<file path="src/rtl/tcma_pkg.sv">
// ============================================================================
// tcma_pkg: shared types and constants for the two-channel moving average
// Holds the channel tag encoding and the sizing constant for the fixed-point
// reciprocal that turns a running sum into a truncated mean.
// ============================================================================
package tcma_pkg;

    typedef enum logic
    {
        CH_SHORT = 1'b0,
        CH_LONG  = 1'b1
    } channel_t;

    // Number of bits that covers the largest supported window (256).
    localparam int WINDOW_LOG2_MAX = 8;

endpackage

</file>
<file path="src/rtl/tcma_if.sv">
// ============================================================================
// tcma_if: stream interfaces of the two-channel moving average
// One interface carries tagged input samples, the other carries the channel
// and mean of each result. Both use a valid/ready handshake.
// ============================================================================
interface tcma_sample_if #(
    parameter int SAMPLE_BITS = 12
);
    import tcma_pkg::*;

    logic                   valid;
    logic                   ready;
    channel_t               channel;
    logic [SAMPLE_BITS-1:0] sample;

    modport source (output valid, output channel, output sample, input ready);
    modport sink   (input valid, input channel, input sample, output ready);

endinterface

interface tcma_mean_if #(
    parameter int SAMPLE_BITS = 12
);
    import tcma_pkg::*;

    logic                   valid;
    logic                   ready;
    channel_t               channel_out;
    logic [SAMPLE_BITS-1:0] mean;

    modport source (output valid, output channel_out, output mean, input ready);
    modport sink   (input valid, input channel_out, input mean, output ready);

endinterface

</file>
<file path="src/rtl/tcma_ring.sv">
// ============================================================================
// tcma_ring: sample ring and running sum of one channel
// Writes each pushed sample over the oldest entry and returns the updated
// sum. The entry that will be overwritten next is read one push ahead.
// ============================================================================
module tcma_ring #(
    parameter int WINDOW      = 16,
    parameter int SAMPLE_BITS = 12
) (
    input  logic                                   clk,
    input  logic                                   rst_n,
    input  logic                                   push,
    input  logic [SAMPLE_BITS-1:0]                 sample,
    output logic [SAMPLE_BITS+$clog2(WINDOW)-1:0]  new_sum
);

    localparam int PTR_BITS = $clog2(WINDOW);
    localparam int SUM_BITS = SAMPLE_BITS + PTR_BITS;

    logic [SAMPLE_BITS-1:0] ring_mem [WINDOW];

    logic [PTR_BITS-1:0]    ptr_reg;
    logic [PTR_BITS-1:0]    ptr_next;
    logic                   wrapped_reg;
    logic                   wrapped_next;
    logic [SUM_BITS-1:0]    sum_reg;
    logic [SUM_BITS-1:0]    sum_next;
    logic [SAMPLE_BITS-1:0] oldest_reg;
    logic [SAMPLE_BITS-1:0] oldest;
    logic                   at_last;

    assign at_last = (ptr_reg == PTR_BITS'(WINDOW - 1));

    // Until the ring has gone round once, the entry being replaced has never
    // been written and counts as zero.
    assign oldest = wrapped_reg ? oldest_reg : '0;

    always_comb
    begin
        ptr_next     = ptr_reg;
        wrapped_next = wrapped_reg;
        sum_next     = sum_reg;
        if (push)
        begin
            ptr_next     = at_last ? '0 : ptr_reg + 1'b1;
            wrapped_next = wrapped_reg | at_last;
            sum_next     = sum_reg - SUM_BITS'(oldest) + SUM_BITS'(sample);
        end
    end

    assign new_sum = sum_next;

    always_ff @(posedge clk or negedge rst_n)
    begin
        if (!rst_n)
        begin
            ptr_reg     <= '0;
            wrapped_reg <= 1'b0;
            sum_reg     <= '0;
        end
        else
        begin
            ptr_reg     <= ptr_next;
            wrapped_reg <= wrapped_next;
            sum_reg     <= sum_next;
        end
    end

    // The read address is the next write slot, which differs from the slot
    // written in the same cycle, so the read returns the oldest sample.
    always_ff @(posedge clk)
    begin
        if (push)
        begin
            ring_mem[ptr_reg] <= sample;
            oldest_reg        <= ring_mem[ptr_next];
        end
    end

endmodule

</file>
<file path="src/rtl/two_channel_moving_average.sv">
// ============================================================================
// two_channel_moving_average: boxcar average over two tagged channels
// Keeps a ring and running sum per channel and returns the truncated mean of
// the tagged channel's last window of samples for every input beat.
// ============================================================================
// One input beat is taken every clock cycle unless stalled and yields exactly
// one result beat, in input order, via the s1, s2 and output registers. The
// rate is set by the ring update: each channel's ring memory is written once
// per beat while the entry to be replaced next is read ahead, so the running
// sum updates in the accept cycle. The mean is then formed by a multiply with
// a fixed-point reciprocal of the window (exact truncation for any window
// from 2 to 256) and a shift. The rings count as all zeros after reset, so
// early means include zeros; no clearing pass is needed. Backpressure on the
// result side stalls the pipeline stage by stage, and the input stays ready
// while a finished result waits as long as a stage ahead of it is free.
module two_channel_moving_average #(
    parameter int SHORT_WINDOW = 16,
    parameter int LONG_WINDOW  = 32,
    parameter int SAMPLE_BITS  = 12
) (
    input  logic          clk,
    input  logic          rst_n,
    tcma_sample_if.sink   samples,
    tcma_mean_if.source   means
);
    import tcma_pkg::*;

    localparam int SHORT_SUM_BITS = SAMPLE_BITS + $clog2(SHORT_WINDOW);
    localparam int LONG_SUM_BITS  = SAMPLE_BITS + $clog2(LONG_WINDOW);
    localparam int SUM_BITS       = (SHORT_SUM_BITS > LONG_SUM_BITS) ?
                                    SHORT_SUM_BITS : LONG_SUM_BITS;
    localparam int RECIP_SHIFT    = SUM_BITS + WINDOW_LOG2_MAX;
    localparam int RECIP_BITS     = SUM_BITS + WINDOW_LOG2_MAX;
    localparam int PROD_BITS      = SUM_BITS + RECIP_BITS;

    // Rounded-up reciprocals: floor(sum * recip / 2^shift) equals the exact
    // floor(sum / window) for every sum below 2^SUM_BITS.
    localparam logic [63:0] SHORT_RECIP =
        ((64'd1 << RECIP_SHIFT) + 64'(SHORT_WINDOW) - 64'd1) / 64'(SHORT_WINDOW);
    localparam logic [63:0] LONG_RECIP =
        ((64'd1 << RECIP_SHIFT) + 64'(LONG_WINDOW) - 64'd1) / 64'(LONG_WINDOW);

    logic                      accept;
    logic                      short_push;
    logic                      long_push;
    logic [SHORT_SUM_BITS-1:0] short_sum;
    logic [LONG_SUM_BITS-1:0]  long_sum;

    logic                      s1_valid_reg;
    logic                      s1_valid_next;
    channel_t                  s1_channel_reg;
    logic [SUM_BITS-1:0]       s1_sum_reg;
    logic [SUM_BITS-1:0]       s1_sum_next;

    logic                      s2_valid_reg;
    logic                      s2_valid_next;
    channel_t                  s2_channel_reg;
    logic [PROD_BITS-1:0]      s2_product_reg;
    logic [PROD_BITS-1:0]      s2_product_next;
    logic [RECIP_BITS-1:0]     recip_sel;

    logic                      out_valid_reg;
    logic                      out_valid_next;
    channel_t                  out_channel_reg;
    logic [SAMPLE_BITS-1:0]    out_mean_reg;

    logic                      out_load;
    logic                      s2_load;
    logic                      s2_free;
    logic                      s1_free;

    // Stage handshake, from the result side back to the input.
    assign out_load = s2_valid_reg && (!out_valid_reg || means.ready);
    assign s2_free  = !s2_valid_reg || out_load;
    assign s2_load  = s1_valid_reg && s2_free;
    assign s1_free  = !s1_valid_reg || s2_load;

    assign samples.ready = s1_free;
    assign accept        = samples.valid && s1_free;
    assign short_push    = accept && (samples.channel == CH_SHORT);
    assign long_push     = accept && (samples.channel == CH_LONG);

    tcma_ring #(
        .WINDOW      (SHORT_WINDOW),
        .SAMPLE_BITS (SAMPLE_BITS)
    ) u_short_ring (
        .clk     (clk),
        .rst_n   (rst_n),
        .push    (short_push),
        .sample  (samples.sample),
        .new_sum (short_sum)
    );

    tcma_ring #(
        .WINDOW      (LONG_WINDOW),
        .SAMPLE_BITS (SAMPLE_BITS)
    ) u_long_ring (
        .clk     (clk),
        .rst_n   (rst_n),
        .push    (long_push),
        .sample  (samples.sample),
        .new_sum (long_sum)
    );

    assign s1_sum_next = (samples.channel == CH_SHORT) ? SUM_BITS'(short_sum)
                                                       : SUM_BITS'(long_sum);

    assign recip_sel = (s1_channel_reg == CH_SHORT) ? SHORT_RECIP[RECIP_BITS-1:0]
                                                    : LONG_RECIP[RECIP_BITS-1:0];

    assign s2_product_next = PROD_BITS'(s1_sum_reg) * PROD_BITS'(recip_sel);

    always_comb
    begin
        s1_valid_next = s1_valid_reg;
        if (accept)
        begin
            s1_valid_next = 1'b1;
        end
        else if (s2_load)
        begin
            s1_valid_next = 1'b0;
        end

        s2_valid_next = s2_valid_reg;
        if (s2_load)
        begin
            s2_valid_next = 1'b1;
        end
        else if (out_load)
        begin
            s2_valid_next = 1'b0;
        end

        out_valid_next = out_valid_reg;
        if (out_load)
        begin
            out_valid_next = 1'b1;
        end
        else if (means.ready)
        begin
            out_valid_next = 1'b0;
        end
    end

    always_ff @(posedge clk or negedge rst_n)
    begin
        if (!rst_n)
        begin
            s1_valid_reg  <= 1'b0;
            s2_valid_reg  <= 1'b0;
            out_valid_reg <= 1'b0;
        end
        else
        begin
            s1_valid_reg  <= s1_valid_next;
            s2_valid_reg  <= s2_valid_next;
            out_valid_reg <= out_valid_next;
        end
    end

    always_ff @(posedge clk)
    begin
        if (accept)
        begin
            s1_channel_reg <= samples.channel;
            s1_sum_reg     <= s1_sum_next;
        end
        if (s2_load)
        begin
            s2_channel_reg <= s1_channel_reg;
            s2_product_reg <= s2_product_next;
        end
        if (out_load)
        begin
            out_channel_reg <= s2_channel_reg;
            out_mean_reg    <= s2_product_reg[RECIP_SHIFT +: SAMPLE_BITS];
        end
    end

    assign means.valid       = out_valid_reg;
    assign means.channel_out = out_channel_reg;
    assign means.mean        = out_mean_reg;

endmodule

</file>
<file path="src/flat_wrapper.sv">
// flat-port wrapper written by rule: the top's interface ports become plain ports
module two_channel_moving_average_flat import tcma_pkg::*;
#(
    parameter int SHORT_WINDOW = 16,
    parameter int LONG_WINDOW  = 32,
    parameter int SAMPLE_BITS  = 12
)
  (clk, rst_n, samples_valid, samples_channel, samples_sample, samples_ready, means_valid, means_channel_out, means_mean, means_ready);
  tcma_sample_if #(.SAMPLE_BITS(SAMPLE_BITS)) samples_i ();
  tcma_mean_if #(.SAMPLE_BITS(SAMPLE_BITS)) means_i ();
  input  logic clk;
  input  logic rst_n;
  input wire logic [$bits(samples_i.valid)-1:0] samples_valid;
  input wire logic [$bits(samples_i.channel)-1:0] samples_channel;
  input wire logic [$bits(samples_i.sample)-1:0] samples_sample;
  output wire logic [$bits(samples_i.ready)-1:0] samples_ready;
  output wire logic [$bits(means_i.valid)-1:0] means_valid;
  output wire logic [$bits(means_i.channel_out)-1:0] means_channel_out;
  output wire logic [$bits(means_i.mean)-1:0] means_mean;
  input wire logic [$bits(means_i.ready)-1:0] means_ready;
  assign samples_i.valid = samples_valid;
  assign samples_i.channel = samples_channel;
  assign samples_i.sample = samples_sample;
  assign samples_ready = samples_i.ready;
  assign means_valid = means_i.valid;
  assign means_channel_out = means_i.channel_out;
  assign means_mean = means_i.mean;
  assign means_i.ready = means_ready;
  two_channel_moving_average #(.SHORT_WINDOW(SHORT_WINDOW), .LONG_WINDOW(LONG_WINDOW), .SAMPLE_BITS(SAMPLE_BITS)) u_core (.clk(clk), .rst_n(rst_n), .samples(samples_i), .means(means_i));
endmodule
</file>
<file path="config.mk">
export PLATFORM = sky130hd
export DESIGN_NAME = two_channel_moving_average_flat
export DESIGN_NICKNAME = d
export VERILOG_FILES = /design/src/rtl/tcma_pkg.sv /design/src/rtl/tcma_if.sv /design/src/rtl/tcma_ring.sv /design/src/rtl/two_channel_moving_average.sv /design/src/flat_wrapper.sv
export SDC_FILE = /design/constraint.sdc
export NUM_CORES = 1
export LEC_CHECK = 0
export BUFFER_PORTS_ARGS = -buffer_cell sky130_fd_sc_hd__buf_4
export CORE_MARGIN = 2
export CORE_UTILIZATION = 50
export DETAILED_ROUTE_END_ITERATION = 16
export PLACE_DENSITY = 0.63
export SYNTH_ARGS = -nofsm -noshare
export SYNTH_HDL_FRONTEND = slang
export SYNTH_SLANG_ARGS = --single-unit
</file>
<file path="constraint.sdc">
create_clock -name clk -period 5 [get_ports clk]
set_input_delay 1 -clock clk [delete_from_list [all_inputs] [get_ports clk]]
set_output_delay 1 -clock clk [all_outputs]
set_load 0.01 [all_outputs]
</file>
# ---- Yosys cells after proc, flatten, opt, wreduce, memory -nomap -nowiden
# Memories as Yosys holds them, arrays and structs flattened. A register that Yosys moved wholly into a read port is not among the register bits.
# Cells that the tools add are included.
dict set report op_classes {
  addsub 6
  multipliers 1
  n_eq_ne 2
  muxes 20
  n_bitwise 3
  n_reduce_logical 14
}
# cell n
set op_table {}
lappend op_table {{$mul 17x22->37} 1}
lappend op_table {{$mux 16} 2}
lappend op_table {{$mux 12} 2}
lappend op_table {{$mux 22} 1}
lappend op_table {{$add 17x12->17} 1}
lappend op_table {{$mux 17} 1}
lappend op_table {{$sub 17x12->17} 1}
lappend op_table {{$add 16x12->16} 1}
lappend op_table {{$sub 16x12->16} 1}
lappend op_table {{$mux 1} 10}
lappend op_table {{$mux 5} 2}
lappend op_table {{$mux 4} 2}
lappend op_table {{$reduce_bool 2->1} 3}
lappend op_table {{$add 5x1->5 const B} 1}
lappend op_table {{$eq 5x5->1 const B} 1}
lappend op_table {{$logic_and 1x1->1} 5}
lappend op_table {{$add 4x1->4 const B} 1}
lappend op_table {{$eq 4x4->1 const B} 1}
lappend op_table {{$logic_not 1->1} 3}
lappend op_table {{$logic_or 1x1->1} 3}
lappend op_table {{$or 1x1->1} 2}
lappend op_table {{$not 1->1} 1}
dict set report word_totals {
  ff_bits 116
  mem_bits_rw 576
  inputBits 17
  out_inout_bits 15
  word_cells 64
  memories 2
}
# memory depth width rd rd_ports_with_merged_regs wr line_no
set mem_list {}
lappend mem_list {u_core.u_long_ring.ring_mem 32 12 1 1 1 tcma_ring.sv:20} ;# logic [SAMPLE_BITS-1:0] ring_mem [WINDOW];
lappend mem_list {u_core.u_short_ring.ring_mem 16 12 1 1 1 tcma_ring.sv:20}

# ---- Logic depth before layout (Yosys ltp)
dict set report depth {
  depth_word 10
  ltp_mapped 17
  depth_no_buf 16
}

# ---- By module
# A second synthesis with hierarchy kept.
dict set report hier_totals {
  cells_unflattened 2185
  area_unflattened_um2 31318.8
}
# mod n_inst cells_each area_each_um2 seq_area_each_um2
set by_module_without_submodules {}
lappend by_module_without_submodules {{tcma_ring at u_core.u_long_ring} 1 1394 18779.3 12467.0}
lappend by_module_without_submodules {{tcma_ring at u_core.u_short_ring} 1 580 9764.4 6651.4}
lappend by_module_without_submodules {two_channel_moving_average 1 211 2775.2 1366.3}

# ---- Worst setup path before layout
# Ideal clock, no wire load.
dict set report synth_path {
  path_type {input -> register}
  startpoint {input port means_ready}
  endpoint {memory u_core.u_short_ring.ring_mem[0][0], enable pin}
  setup_time_ps 396
  arrival_time_ps 3864
  t_required_ps 4604
  setup_slack_ps 739
  stages 11
  n_path_buf 3
  path_cell_list {and4b_1 buf_4 inv_4 nand2_2 inv_2 nand2_2 inv_2 buf_2 buf_1 nand2_1 nor3_1}
}
dict set report synth_via {
  elab_chain_cells 9
}
# item line_no
set synth_lines {}
lappend synth_lines {{start: declaration} flat_wrapper.sv:20} ;# input wire logic [$bits(means_i.ready)-1:0] means_ready;
lappend synth_lines {{$logic_or 1x1->1} two_channel_moving_average.sv:73} ;# assign out_load = s2_valid_reg && (!out_valid_reg || means.ready);
lappend synth_lines {{$logic_and 1x1->1} two_channel_moving_average.sv:73}
lappend synth_lines {{$logic_or 1x1->1} two_channel_moving_average.sv:74} ;# assign s2_free = !s2_valid_reg || out_load;
lappend synth_lines {{$logic_and 1x1->1} two_channel_moving_average.sv:75} ;# assign s2_load = s1_valid_reg && s2_free;
lappend synth_lines {{$logic_or 1x1->1} two_channel_moving_average.sv:76} ;# assign s1_free = !s1_valid_reg || s2_load;
lappend synth_lines {{net samples_ready} flat_wrapper.sv:16} ;# output wire logic [$bits(samples_i.ready)-1:0] samples_ready;
lappend synth_lines {{$logic_and 1x1->1} two_channel_moving_average.sv:79} ;# assign accept = samples.valid && s1_free;
lappend synth_lines {{net u_core.accept} two_channel_moving_average.sv:43} ;# logic accept;
lappend synth_lines {{$logic_and 1x1->1} two_channel_moving_average.sv:80} ;# assign short_push = accept && (samples.channel == CH_SHORT);
lappend synth_lines {{net u_core.short_push} two_channel_moving_average.sv:44} ;# logic short_push;
lappend synth_lines {{$mux 1} tcma_ring.sv:73} ;# if (push)
lappend synth_lines {{$mux 1 (implied by the code)} tcma_ring.sv:75} ;# ring_mem[ptr_reg] <= sample;
lappend synth_lines {{end: declaration} tcma_ring.sv:20}
# The timed path passes the listed nets, and every way through them passes these cells.

# ---- Worst setup path in the final report
dict set report layout_path {
  startpoint {register u_core.u_long_ring.ptr_reg[0]}
  endpoint {register u_core.u_long_ring.oldest_reg[0] (read register of u_core.u_long_ring.ring_mem) (data pin)}
}
dict set report layout_via {
  elab_chain_cells 3
  elab_cells_between_ends 4
  classes_between {1 x add/sub; 1 x eq/ne; 2 x mux}
}
# item line_no
set layout_lines {}
lappend layout_lines {{start: declaration} tcma_ring.sv:22} ;# logic [PTR_BITS-1:0] ptr_reg;
lappend layout_lines {{start signal: assignment} tcma_ring.sv:63} ;# ptr_reg <= ptr_next;
lappend layout_lines {{$add 5x1->5 or $eq 5x5->1 (tied branches)} {tcma_ring.sv:45, tcma_ring.sv:32}}
lappend layout_lines {{$mux 5} tcma_ring.sv:45} ;# ptr_next = at_last ? '0 : ptr_reg + 1'b1;
lappend layout_lines {{$mux 5 *} tcma_ring.sv:43} ;# if (push)
lappend layout_lines {{end: declaration} tcma_ring.sv:28} ;# logic [SAMPLE_BITS-1:0] oldest_reg;
# Every way passes the cells marked *; elsewhere a longest branch is shown, timed or not.
# A chain may end at the register's enable or synchronous reset.

==> flow_metrics.tcl <==
set metrics [dict create \
    die_h_um 251 \
    synth-edff-count 641 \
    numCtsBuffers 73 \
    fmax_ghz 0.224 \
    arrival_ns 4.78 \
    grt_overflow 0 \
    dp_hpwl_um 46600 \
    firstDrtPassIters 8 \
    cpPeakStageDelay_ns 0.68 \
    wl_um 74200 \
    hold_depth 0 \
    route.detailed.wl_per_inst_um 23.4 \
    crit_type "reg2reg" \
    cp-end-kind "register" \
    cts_root_buffer "clkbuf_16" \
    synthTopCellsByArea "edfxtp_1, nand2_1, dfrtp_1" \
    setup_violations 0 \
    ys_ff_latch 688 \
    via_count 18600 \
    ys_warn_count 0 \
    synth_ff_type "edfxtp_1" \
    clkLatencyLatePin_ns 0.61 \
    r2r_cells 15 \
    synth_top_area_cell "edfxtp_1" \
    drive_above_1_share 0.136 \
    hold_end "u_core.means.mean[1]" \
    layout_min_cycle_time_ns 4.46 \
    synthArstFlopShare 0.0683 \
    cts_setup_buffers 0 \
    cp_max_fo 36 \
    hold_violations 0 \
    ys_top_cells_by_count "edfxtp_1, nand2_1, inv_1" \
    startpoint_type "register" \
    cts_hold_buffers 0 \
    ant_nets 0 \
    core_area_um2 60200 \
    finClkSkew_ns 0.0122 \
    worst_ir_drop_vdd_v 0.000381 \
    required_ns 5.32 \
    syn_to_final_growth_pct 13.5 \
    worst_pin_slew_ns 1.20 \
    syn_inst 2205 \
    rsz0062_at_grt "no" \
    rows 90 \
    initial_core_util 0.504 \
    globalplace.congestion 0.820 \
    cts.repair.resized 0 \
    yosysUniqueCellTypes 75 \
    power_density_nw_per_um2 584 \
    status "finished, final reports clean" \
    place.port_buffers 31 \
    crit_chain "ha_1, inv_1, nor3_1, ha_1, nand3b_1, nor3_4, nor2_4, inv_6, buf_12, buf_4, mux2_2, o21ai_0, a31oi_1, a31oi_1, o31ai_1" \
    rr_endpoint "u_core.u_long_ring.oldest_reg[0]" \
    die-area_um2 62800 \
    cts_tree "done" \
    grt_pass1_wl_um 113000 \
    io-pin-count 32 \
    grt_usage 0.240 \
    die_w_um 251 \
    syn_area_um2 30400 \
    largest_register_ffs 384 \
    grt_max_degree 74 \
    seq_area_frac_synth 0.672 \
    placed_area_um2 32200 \
    crit_slowest_cell "nor3_4" \
    p_leak_uw 0.0127 \
    yosysMostFrequentCell "edfxtp_1" \
    fin_tns_setup_ns 0 \
    drt_iter0_drc 1845 \
    clock-sinks 688 \
    clockBufferDepth 3 \
    cap_violations 0 \
    antenna_found_initial 3 \
    nNetsFinal 2462 \
    hold_class "reg2reg" \
    viasPerCell 5.86 \
    min_from "u_core.s2_product_reg[26]" \
    min_period_over_period 0.892 \
    clkTransAtPathRegs_ns 0.06 \
    rr_startpoint "u_core.u_long_ring.ptr_reg[0]" \
    r2r_slack_ns 0.54 \
    slew_viol_final 0 \
    antenna_cells 0 \
    drc 0 \
    yosys.area.top_type_share 0.633 \
    ctsHtreeMaxLevel 3 \
    design_area_um2 34500 \
    grt_pass1_vias 18300 \
    fillers 4655 \
    slew_headroom 0.197 \
    avgSynthCellArea_um2 13.8 \
]
-- cells by family (layout without fill, tap and decap cells) --
kind of cell    Yosys count  count (layout)  share of synthesized area
mux                     107             107                     0.0460
fa+ha+maj               115             115                     0.0538
compound gates          353             353                     0.0830
other cells               1               2                   0.000123
xor+xnor                 41              41                     0.0118
flops                   688             688                      0.672
buf+inv                 230             411                     0.0317
simple gates            670             670                      0.102
-- per-stage QoR --
step / total power (uW) / utilization / std cells / hold WS, ns / setup WS, ns
after floorplan: 12400 / - / 2206 / 0.400 / 0.739
after global placement: 14800 / 0.534 / 3037 / 0.406 / 0.433
after detailed placement: 14900 / 0.534 / 3037 / 0.405 / 0.385
after CTS: 20200 / 0.573 / 3169 / 0.420 / 0.521
after global routing: 21300 / 0.573 / 3169 / 0.421 / 0.226
final: 20200 / 0.573 / 3169 / 0.419 / 0.538
-- how the worst max path moves through the flow --
stage	start	to	slack [ns]	cells after the start
3_5_place_dp	samples_sample[1]	u_core.s1_sum_reg[14]	0.38	13
5_1_grt	u_core.u_long_ring.ptr_reg[0]	u_core.u_long_ring.oldest_reg[0]	0.23	15
6_report	u_core.u_long_ring.ptr_reg[0]	u_core.u_long_ring.oldest_reg[0]	0.54	15
4_1_cts	u_core.u_long_ring.ptr_reg[0]	u_core.u_long_ring.oldest_reg[0]	0.52	15
3_3_place_gp	samples_sample[1]	u_core.s1_sum_reg[16]	0.43	13
2_1_floorplan	means_ready	u_core.u_short_ring.ring_mem[0][0]	0.74	11
-- cell type report --
| class | count | area, um^2 | share of cell area |
|---|---|---|---|
| clock buffers | 95 | 1970 | 0.0571 |
| flip-flops and latches | 688 | 20400 | 0.592 |
| repair buffers | 151 | 1230 | 0.0358 |
| inverters | 128 | 488 | 0.0141 |
| multi-input cells | 1288 | 9060 | 0.263 |
| clock inverters | 37 | 345 | 0.0100 |
| well taps | 782 | 978 | 0.0284 |
-- layer usage --
metal	track usage	share of wire
met1	0.342	0.44
met2	0.377	0.47
met3	0.0436	0.070
met4	0.0777	0.024
met5	0	0.00018
-- cell usage in the layout (no fill, tap or decap), drive strengths merged, types with 24 or more instances in the layout --
| cell | count |
|---|---|
| a21oi | 92 |
| a221o | 35 |
| a311oi | 46 |
| and2 | 41 |
| and3 | 47 |
| buf | 151 |
| clkbuf | 95 |
| clkinv | 28 |
| dfrtp | 47 |
| edfxtp | 641 |
| fa | 26 |
| ha | 89 |
| inv | 130 |
| mux2i | 72 |
| mux4 | 24 |
| nand2 | 359 |
| nand3 | 44 |
| nor2 | 79 |
| o21ai | 44 |
| xnor2 | 25 |
-- power by group --
part           total [uW]  internal [uW]  switching [uW]
Sequential           7150           6890             262
Combinational        7750           3000            4750
Clock                5260           3050            2210
Total               20200          12900            7220
-- critical path, delay by kind of cell, from the launching register on --
kind,cells,cell delay [ns]
compound gates,4,0.95
mux,1,0.16
fa+ha+maj,2,0.60
simple gates,4,1.11
buf+inv,4,0.85
flops,1,0.46
Power figures use the tool's default switching activity.
